$ cat config.mk
export PLATFORM = sky130hd
export DESIGN_NAME = bfpu_queue
export DESIGN_NICKNAME = d
export VERILOG_FILES = /design/src/sv/bfpu_pkg.sv /design/src/sv/bfpu_queue.sv
export SDC_FILE = /design/constraint.sdc
export NUM_CORES = 1
export LEC_CHECK = 0
export ABC_AREA = 1
export CAP_MARGIN = 0
export CORE_MARGIN = 5
export CORE_UTILIZATION = 25
export CTS_CLUSTER_DIAMETER = 80
export DETAILED_ROUTE_END_ITERATION = 7
export DONT_BUFFER_PORTS = 1
export HOLD_SLACK_MARGIN = 0.06
export PLACE_DENSITY = 0.52
export SETUP_SLACK_MARGIN = 0.3
export SYNTH_ARGS = -nofsm -noshare
export SYNTH_HDL_FRONTEND = slang
export SYNTH_SLANG_ARGS = --single-unit
$ cat constraint.sdc
create_clock -name clk -period 7.2 [get_ports clk]
set_clock_uncertainty 0.05 [all_clocks]
set_input_delay 0.72 -clock clk [delete_from_list [all_inputs] [get_ports clk]]
set_output_delay 0.72 -clock clk [all_outputs]
set_load 0.01 [all_outputs]
$ cat src/sv/bfpu_pkg.sv
// Shared types, widths and helpers for the bit field packer and reader.
package bfpu_pkg;

  // Default sizing of the word store.
  localparam int WORD_BITS_DEF   = 64;
  localparam int STORE_WORDS_DEF = 1024;

  // Fixed field widths at the block boundary.
  localparam int LEN_W  = 7;
  localparam int DATA_W = 64;
  localparam int RPOS_W = 16;
  localparam int POS_W  = 17;

  // Widest bit offset inside a word (words are at most 64 bits).
  localparam int SH_W = 6;

  // Depth of the queue between the front and the back.
  localparam int QUEUE_DEPTH = 2;

  // Capacity after reset, in bits.
  localparam logic [POS_W-1:0] CAP_RESET = 17'h10000;

  // Action codes of an input item.
  localparam logic ACT_APPEND = 1'b0;
  localparam logic ACT_READ   = 1'b1;

  // What the back has to do for one queued item.
  typedef enum logic [1:0] {
    OP_RESULT = 2'd0,
    OP_READ   = 2'd1,
    OP_APPEND = 2'd2
  } op_t;

  // One classified item as it travels from the front to the back.
  typedef struct packed {
    op_t                 op;
    logic [POS_W-1:0]    idx;
    logic [SH_W-1:0]     sh;
    logic [LEN_W-1:0]    len;
    logic [DATA_W-1:0]   data;
    logic [POS_W-1:0]    next_rpos;
    logic [POS_W-1:0]    wpos;
    logic                status;
  } job_t;

  // Mask of the low len bits; zero when len is zero.
  function automatic logic [DATA_W-1:0] low_mask(input logic [LEN_W-1:0] len);
    low_mask = {DATA_W{1'b1}} >> (LEN_W'(DATA_W) - len);
  endfunction

endpackage

$ cat src/sv/bfpu_queue.sv
// Short queue of classified items between the front and the back.
module bfpu_queue (
  input  logic           clk,
  input  logic           rst,
  input  logic           push_valid,
  output logic           push_ready,
  input  bfpu_pkg::job_t push_job,
  output logic           pop_valid,
  input  logic           pop_ready,
  output bfpu_pkg::job_t pop_job
);

  localparam int DEPTH = bfpu_pkg::QUEUE_DEPTH;
  localparam int PTR_W = (DEPTH > 1) ? $clog2(DEPTH) : 1;
  localparam int CNT_W = $clog2(DEPTH + 1);
  localparam logic [PTR_W-1:0] LAST = PTR_W'(DEPTH - 1);
  localparam logic [CNT_W-1:0] FULL = CNT_W'(DEPTH);

  bfpu_pkg::job_t   entries [DEPTH];
  logic [PTR_W-1:0] wr_ptr;
  logic [PTR_W-1:0] rd_ptr;
  logic [CNT_W-1:0] count;
  logic             push;
  logic             pop;

  assign push_ready = count != FULL;
  assign pop_valid  = count != '0;
  assign push       = push_valid && push_ready;
  assign pop        = pop_valid && pop_ready;
  assign pop_job    = entries[rd_ptr];

  // Pointers and fill level.
  always_ff @(posedge clk) begin
    if (rst) begin
      wr_ptr <= '0;
      rd_ptr <= '0;
      count  <= '0;
    end else begin
      if (push) begin
        wr_ptr <= (wr_ptr == LAST) ? '0 : wr_ptr + PTR_W'(1);
      end
      if (pop) begin
        rd_ptr <= (rd_ptr == LAST) ? '0 : rd_ptr + PTR_W'(1);
      end
      if (push && !pop) begin
        count <= count + CNT_W'(1);
      end else if (pop && !push) begin
        count <= count - CNT_W'(1);
      end
    end
  end

  // Entry storage.
  always_ff @(posedge clk) begin
    if (push) begin
      entries[wr_ptr] <= push_job;
    end
  end

endmodule

## Word-level counts from Yosys, hierarchy flattened

Memory sizes are Yosys's and may differ from the RTL's. A register that Yosys moved wholly into a read port is not among the register bits.
Index checks and enable logic that the tools add are counted.

- Reduce and logical (&&, ||, !) cells: 8
- Equal/unequal tests: 1
- Add/sub/neg operators: 4
- Multiplexer cells: 8

Operators with widths:

| cell | count |
|---|---|
| 1-bit two-way mux | 6 |
| 1-bit logical AND | 4 |
| 2-bit two-way mux | 2 |
| 2-bit nonzero test | 2 |
| 1-bit adder, second input constant | 2 |
| 2-bit by 1-bit adder with 2-bit output, second input constant | 1 |
| 1-bit logical NOT | 2 |
| 2-bit != test, second input constant | 1 |
| 2-bit by 1-bit subtractor with 2-bit output, second input constant | 1 |

- Memories kept: 1
- Register bits: 4
- Bits in writable memories: 262
- Word-level logic and storage cells: 25

Memory list:

| memory | depth | bits a word | rd ports | clocked after memory_dff | write ports | line | source |
|---|---|---|---|---|---|---|---|
| entries | 2 | 131 | 1 | 1 | 1 | bfpu_queue.sv:19 | `bfpu_pkg::job_t entries [DEPTH];` |

## Logic depth before layout (Yosys ltp)

- Word-level depth: 6
- Depth in mapped cells: 11

## Least setup slack after synthesis

OpenSTA, ideal clock, no wires.

- Path kind: input-to-reg
- Start point: input push_valid
- End point: memory entries[0][0] in the netlist's numbering, enable pin
- Stages on the path: 2
- Data arrival time: 6.254 ns
- Library setup time: 0.623 ns
- Path slack: 0.273 ns
- Required time: 6.527 ns
- Buffers on the path: 0
- Cell sequence: nand2_1 nor2_1

- Cells in the longest elaborated chain, start to end: 3

Ends and longest elaborated chain:

| item | line | source |
|---|---|---|
| from (decl) | bfpu_queue.sv:5 | `input logic push_valid,` |
| 1-bit logical AND | bfpu_queue.sv:28 | `assign push = push_valid && push_ready;` |
| 1-bit two-way mux | bfpu_queue.sv:55 | `if (push) begin` |
| 1-bit two-way mux (not written as such) | bfpu_queue.sv:56 | `entries[wr_ptr] <= push_job;` |
| to (decl) | bfpu_queue.sv:19 |  |

Every way passes these cells.

==> run metrics <==
Synth async-reset ratio=0; final core occ=0.294; final worst slack=3.98 ns; DP Worst Slack=4.52 ns; Initial Util=0.253; total die area=around 44000 µm²; Total Nets Final=roughly 600; synth warn=0; r2r endpoint=entries[0][69]; Req. time, crit path=6.43 ns; final setup vio count=0; Worst Max-Slew Pin Slew=~1.1 ns; H-Tree Depth=1; CP cell instances=buf_4 > mux2_2; I/O Pins=268; CTS tree=yes; post-CTS setup repair buffer count=0; Mapped Nets=581; Power Total=4.43 mW; Critical-path top delay cell=buf_4; first-pass GRT wire length=a little under 30000 µm; row count=73; die height=211 µm; reg2reg setup slack=4.89 ns; Post-Synthesis Cells=roughly 450; Synth Flop Type=edfxtp_1; Starting DRT DRC Count=168; max cap viols=0; worst path bufs/invs=1; TritonRoute pass-1 iters=4; DP Wirelength=13800 µm; Worst-path clk slew=~0.06 ns; Post-synth EDFFs=262; leakage=3.92 nW; final slew viol count=0; type of the worst min-delay path=input pin to register; Routed Antenna Nets=0; Worst Hold Path EP=entries[0][119]; aggregate global routing overflow=0; gr usage total=0.0862; WL/cell=19.9 µm; Chip Width=between 200 and 250 µm; vias=4056; Max-slew headroom=0.250; largest net degree at the start of global routing=79; mapped cell area=10100 µm²; setup_tns=0 ns; Setup CP Type=register to output port; Peak VDD IR=0.226 mV; port buffer count=0; crit share post-route=0.447; Seq/Total Area, Yosys=0.791; CP Data Arrival Time=2.45 ns; Cell Area, Placed=10600 µm²; Worst Hold Depth=0; FF-to-FF path depth=5; RSZ-0062 raised after global routing=false; Clk Tree Root Cell=clkbuf_16; hold path start=push_job[119]; most frequent cell after synthesis=edfxtp_1; vias in the first global route=4469; area grow syn2layout=16.2%; initial antenna violation count=2; vias per cell=3.98; CP max stage delay=0.82 ns; Fillers=between 3k and 4k; share of cells above drive strength 1=0.391; worst r2r src=count[0]; Final Instance Area=between 10000 and 15000 µm²; hold buffers post-CTS=0; fmax=311 MHz; Synth top area share=0.782; post-layout minimum cycle time=3.22 ns; outcome=finished, final reports clean; Area contributors post-synth=edfxtp_1 (78%), mux2_4 (13%), mux2_2 (4.6%); Yosys top cell by area=edfxtp_1; clk sink count=267; Post-synth top cells=edfxtp_1 (262), mux2_4 (90), mux2_2 (41), buf_6 (10), nand2_1 (9); final RePlAce weighted congestion=0.734; clk buf depth=3; Synth Area per Inst=22.6 µm²; cts repair resizes=0; PD cells=378 nW/µm²; core area=about 40000 µm²; Worst Setup Start Kind=register; post-synthesis cell type count=15; Critical Path End Type=output port; Hold Fails Final Rpt=0; drc violations=0; Crit path max-delay family=buffers and inverters; CP max FO=69; Synth Register Bits=267; CTS Buf Count=31; clock latency on the worst-skew pair=0.55 ns; critical path depth=2; drt total wl=between 20000 and 25000 µm
==> registers in the layout, summed over array words and instances (netlist names), named ones only <==
register,cells
rd_ptr,1
wr_ptr,1
entries,262
count,2
==> per-stage QoR <==
step	cells	hold slack, ns
finish	1020	0.210
global route	1018	0.160
floorplan	445	0.415
CTS	1018	0.158
detailed placement	961	0.455
global placement	961	0.436
==> power by group <==
part / switching [mW] / total [mW] / internal (mW) / leakage [nW]
registers: 0.0595 / 2.03 / 1.97 / 2.49
logic: 0.480 / 0.819 / 0.339 / 0.923
clock network: 0.636 / 1.58 / 0.942 / 0.511
total: 1.18 / 4.43 / 3.25 / 3.92
==> cell families (layout without fill, tap and decap cells) <==
family,Yosys count,after routing,share of synthesized area
DFF,267,267,0.791
muxes,131,131,0.180
buffers and inverters,23,71,0.0176
and+or+nand+nor,19,19,0.00758
AOI/OAI and AO/OA,4,4,0.00199
adders and majority gates,1,1,0.00124
other,0,2,0
==> layout make-up <==
cell class	instances	area (µm²)	share of cell area
Inverter	8	30.0	0.00257
Antenna cell	2	5.00	0.000428
Sequential cell	267	7970	0.681
Clock buffer	32	779	0.0666
Clock inverter	25	277	0.0236
Timing Repair Buffer	6	45.0	0.00385
Multi-Input combinational cell	155	1940	0.166
Tap cell	525	657	0.0561
==> cells in the final DEF (no fill, tap or decap), drive strengths merged <==
master and instances:
dfxtp 5, clkinv 15, nand4 1, edfxtp 262, bufinv 4, mux2 131
inv 11, nand3 2, clkbuf 32, a21oi 2, ha 1, nand2 9
o21ai 2, nor2 7, clkinvlp 3, diode 2, buf 6
==> metal layers <==
layer | vias up | part of all wire | track usage
li1 | 1806 | - | -
met1 | 2045 | 0.35 | 0.0904
met3 | 30 | 0.12 | 0.0475
met5 | - | 0.00098 | 0
met2 | 173 | 0.50 | 0.148
met4 | 2 | 0.024 | 0.0284
==> how the worst max path moves through the flow <==
stage	endpoint	startpoint
CTS	pop_job[117]	register
finish	pop_job[117]	register
floorplan	entries[0][0]	push_valid
detailed placement	pop_job[117]	register
global placement	pop_job[118]	register
global route	pop_job[126]	register
Power figures use the tool's default switching activity.
