$ cat config.mk
export PLATFORM = sky130hd
export DESIGN_NAME = bfpu_front
export DESIGN_NICKNAME = d
export VERILOG_FILES = /design/src/sv/bfpu_pkg.sv /design/src/sv/bfpu_front.sv
export SDC_FILE = /design/constraint.sdc
export NUM_CORES = 1
export LEC_CHECK = 0
export BUFFER_PORTS_ARGS = -buffer_cell sky130_fd_sc_hd__buf_2
export CORE_ASPECT_RATIO = 1.75
export CORE_UTILIZATION = 48
export DETAILED_ROUTE_END_ITERATION = 16
export PLACE_DENSITY = 0.77
export SYNTH_ARGS = -nofsm -noshare
export SYNTH_HDL_FRONTEND = slang
export SYNTH_SLANG_ARGS = --single-unit
$ cat constraint.sdc
create_clock -name clk -period 4.18 [get_ports clk]
set_clock_uncertainty 0.2 [all_clocks]
set_input_delay 0.209 -clock clk [delete_from_list [all_inputs] [get_ports clk]]
set_output_delay 0.209 -clock clk [all_outputs]
set_load 0.02 [all_outputs]
$ cat src/sv/bfpu_pkg.sv
// Shared types, widths and helpers for the bit field packer and reader.
package bfpu_pkg;

  // Default sizing of the word store.
  localparam int WORD_BITS_DEF   = 64;
  localparam int STORE_WORDS_DEF = 1024;

  // Fixed field widths at the block boundary.
  localparam int LEN_W  = 7;
  localparam int DATA_W = 64;
  localparam int RPOS_W = 16;
  localparam int POS_W  = 17;

  // Widest bit offset inside a word (words are at most 64 bits).
  localparam int SH_W = 6;

  // Depth of the queue between the front and the back.
  localparam int QUEUE_DEPTH = 2;

  // Capacity after reset, in bits.
  localparam logic [POS_W-1:0] CAP_RESET = 17'h10000;

  // Action codes of an input item.
  localparam logic ACT_APPEND = 1'b0;
  localparam logic ACT_READ   = 1'b1;

  // What the back has to do for one queued item.
  typedef enum logic [1:0] {
    OP_RESULT = 2'd0,
    OP_READ   = 2'd1,
    OP_APPEND = 2'd2
  } op_t;

  // One classified item as it travels from the front to the back.
  typedef struct packed {
    op_t                 op;
    logic [POS_W-1:0]    idx;
    logic [SH_W-1:0]     sh;
    logic [LEN_W-1:0]    len;
    logic [DATA_W-1:0]   data;
    logic [POS_W-1:0]    next_rpos;
    logic [POS_W-1:0]    wpos;
    logic                status;
  } job_t;

  // Mask of the low len bits; zero when len is zero.
  function automatic logic [DATA_W-1:0] low_mask(input logic [LEN_W-1:0] len);
    low_mask = {DATA_W{1'b1}} >> (LEN_W'(DATA_W) - len);
  endfunction

endpackage

$ cat src/sv/bfpu_front.sv
// Front end: takes items, tracks the write pointer and classifies each item.
module bfpu_front #(
  parameter int WORD_BITS   = bfpu_pkg::WORD_BITS_DEF,
  parameter int STORE_WORDS = bfpu_pkg::STORE_WORDS_DEF
) (
  input  logic                          clk,
  input  logic                          rst,
  input  logic                          cfg_valid,
  input  logic [bfpu_pkg::POS_W-1:0]    cfg_data,
  input  logic                          in_valid,
  output logic                          in_ready,
  input  logic                          action,
  input  logic [bfpu_pkg::LEN_W-1:0]    field_length,
  input  logic [bfpu_pkg::DATA_W-1:0]   field_data,
  input  logic [bfpu_pkg::RPOS_W-1:0]   read_position,
  output logic                          push_valid,
  input  logic                          push_ready,
  output bfpu_pkg::job_t                push_job
);

  localparam int POS_W     = bfpu_pkg::POS_W;
  localparam int LEN_W     = bfpu_pkg::LEN_W;
  localparam int OFF_W     = $clog2(WORD_BITS);
  localparam int DIV_SHIFT = 24;
  localparam int RECIP     = (1 << DIV_SHIFT) / WORD_BITS;
  localparam int RECIP_W   = $clog2(RECIP + 1);
  localparam int PROD_W    = bfpu_pkg::RPOS_W + RECIP_W;

  localparam logic [LEN_W-1:0] W_LEN   = LEN_W'(WORD_BITS);
  localparam logic [LEN_W:0]   W_REACH = (LEN_W + 1)'(WORD_BITS);
  localparam logic [POS_W-1:0] W_POS   = POS_W'(WORD_BITS);
  localparam logic [POS_W:0]   STORE_LIM = (POS_W + 1)'(STORE_WORDS);

  // Control state.
  logic                       s1_valid;
  logic [POS_W-1:0]           capacity;
  logic [POS_W-1:0]           wp;
  logic [POS_W-1:0]           wp_idx;
  logic [OFF_W-1:0]           wp_off;

  // Item held in the classify stage.
  logic                       s1_action;
  logic [LEN_W-1:0]           s1_len;
  logic [bfpu_pkg::DATA_W-1:0] s1_data;
  logic [bfpu_pkg::RPOS_W-1:0] s1_rpos;
  logic [POS_W-1:0]           s1_q;

  logic                       take;
  logic [PROD_W-1:0]          prod;

  // Read position split into word index and bit offset.
  logic [POS_W-1:0]           qw;
  logic [POS_W-1:0]           rem;
  logic                       rfix;
  logic [POS_W-1:0]           rq;
  logic [OFF_W-1:0]           rr;
  logic [POS_W-1:0]           rsum;
  logic [LEN_W:0]             r_reach;
  logic                       rd_err;

  // Append checks against the write pointer.
  logic [POS_W:0]             wsum;
  logic [LEN_W:0]             a_reach;
  logic                       a_err;
  logic                       len_big;
  logic                       len_zero;
  logic                       do_append;

  assign in_ready   = !s1_valid || push_ready;
  assign take       = in_valid && in_ready;
  assign push_valid = s1_valid;

  // Reciprocal multiply gives the word index of the read position, at most one low.
  assign prod = PROD_W'(read_position) * PROD_W'(RECIP);

  always_ff @(posedge clk) begin
    if (rst) begin
      s1_valid <= 1'b0;
      capacity <= bfpu_pkg::CAP_RESET;
      wp       <= '0;
      wp_idx   <= '0;
      wp_off   <= '0;
    end else begin
      if (cfg_valid) begin
        capacity <= cfg_data;
      end
      if (take) begin
        s1_valid <= 1'b1;
      end else if (push_ready) begin
        s1_valid <= 1'b0;
      end
      // The pointer moves as soon as an accepted append leaves for the queue.
      if (s1_valid && push_ready && do_append) begin
        wp <= wsum[POS_W-1:0];
        if (a_reach >= W_REACH) begin
          wp_idx <= wp_idx + POS_W'(1);
          wp_off <= OFF_W'(a_reach - W_REACH);
        end else begin
          wp_off <= OFF_W'(a_reach);
        end
      end
    end
  end

  // Item payload of the classify stage.
  always_ff @(posedge clk) begin
    if (take) begin
      s1_action <= action;
      s1_len    <= field_length;
      s1_data   <= field_data;
      s1_rpos   <= read_position;
      s1_q      <= POS_W'(prod >> DIV_SHIFT);
    end
  end

  // Finish the division with one compare and subtract, then range-check the read.
  always_comb begin
    qw      = s1_q * W_POS;
    rem     = {1'b0, s1_rpos} - qw;
    rfix    = rem >= W_POS;
    rq      = s1_q + POS_W'(rfix);
    rr      = rfix ? OFF_W'(rem - W_POS) : OFF_W'(rem);
    rsum    = {1'b0, s1_rpos} + POS_W'(s1_len);
    r_reach = (LEN_W + 1)'(rr) + (LEN_W + 1)'(s1_len);
    rd_err  = (rsum > capacity) || ({1'b0, rq} >= STORE_LIM) ||
              ((r_reach > W_REACH) && ({1'b0, rq} + (POS_W + 1)'(1) >= STORE_LIM));
  end

  // Range-check an append at the current write pointer.
  always_comb begin
    wsum    = {1'b0, wp} + (POS_W + 1)'(s1_len);
    a_reach = (LEN_W + 1)'(wp_off) + (LEN_W + 1)'(s1_len);
    a_err   = (wsum > {1'b0, capacity}) || ({1'b0, wp_idx} >= STORE_LIM) ||
              ((a_reach > W_REACH) && ({1'b0, wp_idx} + (POS_W + 1)'(1) >= STORE_LIM));
  end

  // Build the job; everything but the read data is settled here.
  always_comb begin
    len_big   = s1_len > W_LEN;
    len_zero  = s1_len == '0;
    do_append = 1'b0;

    push_job           = '0;
    push_job.op        = bfpu_pkg::OP_RESULT;
    push_job.len       = s1_len;
    push_job.data      = s1_data & bfpu_pkg::low_mask(s1_len);
    push_job.wpos      = wp;

    if (s1_action == bfpu_pkg::ACT_APPEND) begin
      if (len_big) begin
        push_job.status = 1'b1;
      end else if (!len_zero) begin
        if (a_err) begin
          push_job.status = 1'b1;
        end else begin
          push_job.op   = bfpu_pkg::OP_APPEND;
          push_job.idx  = wp_idx;
          push_job.sh   = bfpu_pkg::SH_W'(wp_off);
          push_job.wpos = wsum[POS_W-1:0];
          do_append     = 1'b1;
        end
      end
    end else begin
      push_job.next_rpos = {1'b0, s1_rpos};
      if (len_big) begin
        push_job.status = 1'b1;
      end else if (!len_zero) begin
        if (rd_err) begin
          push_job.status = 1'b1;
        end else begin
          push_job.op        = bfpu_pkg::OP_READ;
          push_job.idx       = rq;
          push_job.sh        = bfpu_pkg::SH_W'(rr);
          push_job.next_rpos = rsum;
        end
      end
    end
  end

endmodule

== Yosys cells after proc, flatten, opt, wreduce, memory -nomap -nowiden ==
Cells that the tools add are included.
W data, S select, Z words.
Storage, ports and cells
  bits in writable memories: 0
  bits in latches: 0
  output and inout port bits: 133
  bits of input ports: 110
  logic and storage cells: 78
  bits in read-only memories: 0
  register bits: 156
  memories: 0
Cells by class
  reduce and logical (&&, ||, !) cells: 14
  $mul: 0
  div/mod/pow operators: 0
  add/sub/neg operators: 12
  multiplexer cells: 29
  bitwise logic cells: 1
  equal/unequal tests: 0
  shift operators: 1
  magnitude comparators: 11
Operators by type and width (count)
  $mux W17: 7
  $mux W25: 4
  $mux W24: 3
  $and A64 B64 Y64: 1
  $shr A64 B7 Y64 const A: 1
  $add A17 B1 Y18 const B: 1
  $add A17 B7 Y18: 1
  $ge A18 B11 Y1 const B: 1
  $gt A18 B17 Y1: 1
  $mux W18: 1
  $add A16 B7 Y17: 1
  $add A17 B1 Y17 const B: 1
  $ge A17 B11 Y1 const B: 1
  $ge A17 B7 Y1 const B: 1
  $gt A17 B17 Y1: 1
  $sub A16 B16 Y17: 1
  $add A6 B7 Y8: 2
  $gt A8 B7 Y1 const B: 2
  $add A11 B1 Y12 const B: 1
  $ge A12 B11 Y1 const B: 1
  $mux W1: 12
  $mux W6: 2
  $sub A6 B1 Y6 const B: 2
  $add A10 B1 Y11: 1
  10 further kinds: 18

== Depth between registers and ports, before layout ==
  depth in word-level cells: 11
  depth in mapped cells: 22

== Least setup slack after synthesis ==
OpenSTA, ideal clock, no wires.
  kind: register to output
  from: reg s1_len[0]
  to: out push_job[34] in the netlist's numbering
  slack: -890 ps
  data required time: 3771 ps
  arrival: 4661 ps
  path buffers: 2
  cell stages (with the launch flop): 22
  cell sequence: edfxtp_1 > ha_1 > inv_1 > fa_1 > nor2b_1 > o31a_1 > o21a_1 > or2_2 > a21o_1 > nand2_1 > nor2_1 > xor2_1 > ha_1 > nand4_1 > nor3_1 > nand4_1 > a32oi_1 > nand2_1 > a211o_1 > buf_6 > buf_2 > nor4_1
RTL lines
  start, declared: line bfpu_front.sv:43  | logic [LEN_W-1:0] s1_len;
  start signal, assigned: line bfpu_front.sv:109  | s1_len <= field_length;
  end, declared: line bfpu_front.sv:18  | output bfpu_pkg::job_t push_job

==> metrics <==
1st-iter DRT viols approximately 680; Switching Power between 1 and 1.5 mW; Setup crit start kind flip-flop; HP Start rst; Synth Area in Simple Gates 0.193; most frequent cells in the layout buf_2, dlygate4sd3_1, buf_4, edfxtp_1, nor2_1; max incr delay on CP roughly 0.44 ns; slowest stage cell on the critical path or4_4; status finished with violations; final setup margin -1.20 ns; Worst IR Drop VDD ~490 µV; Post-route DRC 0; number of clock sinks about 150; Synth Area in Compound Gates 0.136; gp weighted congestion approximately 0.87; synth warn 0; Final period util 1.29; post-place setup slack -0.494 ns; distinct cell type count after synthesis slightly below 70; Worst EP required ~3.8 ns; RSZ-0062 raised after global routing yes; first-pass GRT wire length just over 50,000 µm; worst hold stages 3; vias in the first global route approximately 9,700; Mapped Cells 893; Final Critical Period approximately 5.4 ns; commonest non-fill, non-tap cell in the layout buf_2; failing checks negative setup slack; FFs w/ async S/R, synth 0; CTS tree built; most frequent CP cell nand4_1; GRT overflow 0; power share of the sequential group 0.386; crit path DAT between 4 and 5 ns; pins over their slew limit 0; Initial Util 0.488; leakage power figure ~6.4 nW; Rows 65; R2R cell count 22; Worst-Skew Late Latency 0.44 ns; # IOs about 240; fin util 0.790; Global Route Usage Sum 0.364; Fin Setup TNS -59.47 ns; internal power 2.97 mW; main flop type after synthesis edfxtp_1; Die Y-Extent 181 µm; CP Capture Type output pin; cts bufs inserted 17; post-route cell area 0.0142 mm²; clock tree buffer depth 2; initial antenna violation count 0; Worst Max-Slew Pin Slew about 1.1 ns; area grow syn2layout 62.0%; Post-Synth Adder-Cell Area 0.0925; pwr/cell area about 300 mW/mm²; CP Buf/Inv Count 2; Avg Inst Size Synth a little under 10 µm²; fin nets between 1,500 and 2,000; synthesized flop and latch total around 150; XOR/XNOR Fraction of Synth Area 0.0499; Comb pwr share 0.255; number of vias per cell between 5 and 6; DRT Wirelength roughly 35,000 µm; Placed Instance Area approximately 0.011 mm²; Post-synth EDFFs slightly below 90; clock-pin slew on the worst setup and hold paths 0.06 ns; die area between 0.015 and 0.02 mm²; drt pass-1 iters 6; total number of vias approximately 9,400; Post-Syn Area slightly below 0.009 mm²; CP Class flip-flop to output pin; number of port buffers between 200 and 250; Layout fillers 1,072; register-to-register setup slack -0.39 ns; dpl hpwl ~21,000 µm; Clock power frac 0.359; Core ar. between 0.015 and 0.02 mm²; multiplexer area fraction after synthesis 0.0501; fraction of layout cells with a size suffix above 1 0.393; final-report hold violation count 0; hold endpoint capacity[16]; antenna viol nets, final 0; max_slew headroom 0.277; critical path, cell by cell ha_2 -> inv_2 -> fa_2 -> nor2b_2 -> o31a_1 -> o21a_1 -> or2_4 -> a21o_4 -> nand2_4 -> nor2_2 -> xor2_1 -> ha_1 -> nand4_1 -> nor3_2 -> nand4_1 -> a32oi_1 -> nand2_2 -> a211o_4 -> or4_4 -> a21oi_4 -> buf_6; Seq/Total Area, Yosys 0.434; Max Cap Viol 0; Die X-Extent between 100 and 150 µm; largest net degree at the start of global routing between 70 and 80; Switching Fraction 0.301; reg-to-reg startpoint s1_len[0]; type of the worst min-delay path input port to flip-flop; CP Max Fanout 5; CTS root buf clkbuf_16; Finish-stage setup viols 90; drt wl/cell approximately 22 µm; largest family of logic cells by synthesized area simple AND/OR/NAND/NOR gates; H-tree depth 4; f_max between 150 and 200 MHz; FF-to-FF End wp_idx[9]; CP top delay family simple AND/OR/NAND/NOR gates
## what timing repair did
item | CTS | global route
endpoints found under the hold margin | 106 | 0
endpoints found under the setup margin | 75 | 93
pin swaps | 23 | 33
hold buffers | 107 | 0
buffers inserted | 17 | 17
cloned | 7 | 2
gates resized for setup | 108 | 107
## cell families after synthesis
group | count (synthesis)
AOI/OAI and AO/OA | 181
xor gates and xnor gates | 50
adders and majority gates | 63
buffers and inverters | 86
DFF | 146
muxes | 43
other | 1
and+or+nand+nor | 323
## cell type report
cell class                 instances  area, µm²  share of cell area
multi-input combinational        670       5600               0.395
sequential                       146       3800               0.268
timing repair buffer             468       3770               0.265
clock buffer                      19        433              0.0305
tap                              234        293              0.0206
inverter                          43        161              0.0114
clock inverter                    12        135             0.00952
antenna                            1       2.50            0.000176
## cells in the mapped netlist, types with 2 or more instances
library cell,count,area (µm²)
a211o_1,2,17.5
a211oi_1,7,52.6
a21o_1,11,82.6
a21oi_1,48,240
a22o_1,16,140
and2_1,4,25.0
and3_1,46,288
and3b_1,4,35.0
and4_1,7,61.3
buf_2,8,40.0
buf_4,10,75.1
buf_6,3,33.8
clkbuf_1,22,82.6
dfxtp_1,58,1160
edfxtp_1,88,2640
fa_1,3,60.1
ha_1,60,751
inv_1,42,158
mux2_2,7,78.8
mux2i_1,36,360
nand2_1,63,236
nand2b_1,10,62.6
nand3_1,17,85.1
nand4_1,13,81.3
nand4b_1,2,17.5
nor2_1,85,319
nor2b_1,7,43.8
nor3_1,15,75.1
nor3b_1,5,37.5
nor4_1,5,31.3
o211a_1,7,70.1
o211ai_1,11,82.6
o21a_1,6,45.0
o21ai_0,48,240
o21ai_1,2,10.0
o31ai_1,5,37.5
or2_2,6,37.5
or3_1,15,93.8
or4_1,12,90.1
xnor2_1,28,245
xor2_1,22,193
## power groups by stage
stage,sequential (mW),combinational (mW),clock [mW]
5_1_grt,1.64,1.15,1.58
6_report,1.64,1.08,1.52
3_5_place_dp,1.66,0.812,0
3_3_place_gp,1.66,0.799,0
2_1_floorplan,1.67,0.498,0
4_1_cts,1.64,0.976,1.51
## state kept, by name, indices dropped and copies added (netlist names), 6 cells and up
name and count:
s1_data 64, wp_off 6, wp 17, s1_len 7
s1_rpos 16, capacity 17, wp_idx 17
## per-stage QoR
stage	total power, mW	hold WS [ns]	cells
3_3_place_gp	2.46	0.185	1418
6_report	4.25	0.0685	1593
3_5_place_dp	2.48	0.187	1418
2_1_floorplan	2.17	0.108	899
5_1_grt	4.37	0.0927	1592
4_1_cts	4.13	0.0437	1578
## worst max-delay path by stage
stage,endpoint,startpoint,cells past startpoint
floorplan,push_job[29],s1_len[0],21
global placement,push_job[27],s1_len[2],18
detailed placement,push_job[33],s1_rpos[0],20
CTS,push_job[33],s1_rpos[0],21
global route,push_job[33],s1_rpos[3],19
finish,push_job[27],s1_rpos[0],21
## tightest hold or removal path: stages
cell and delay [ns]:
buf_2 0.09, inv_1 0.20, o211ai_1 0.17
## metal layers
layer	vias up	share of wire	track usage
li1	4170	-	-
met1	4458	0.32	0.347
met2	577	0.53	0.669
met3	228	0.063	0.0819
met4	0	0.087	0.281
met5	-	0	0
Power figures use the tool's default switching activity.
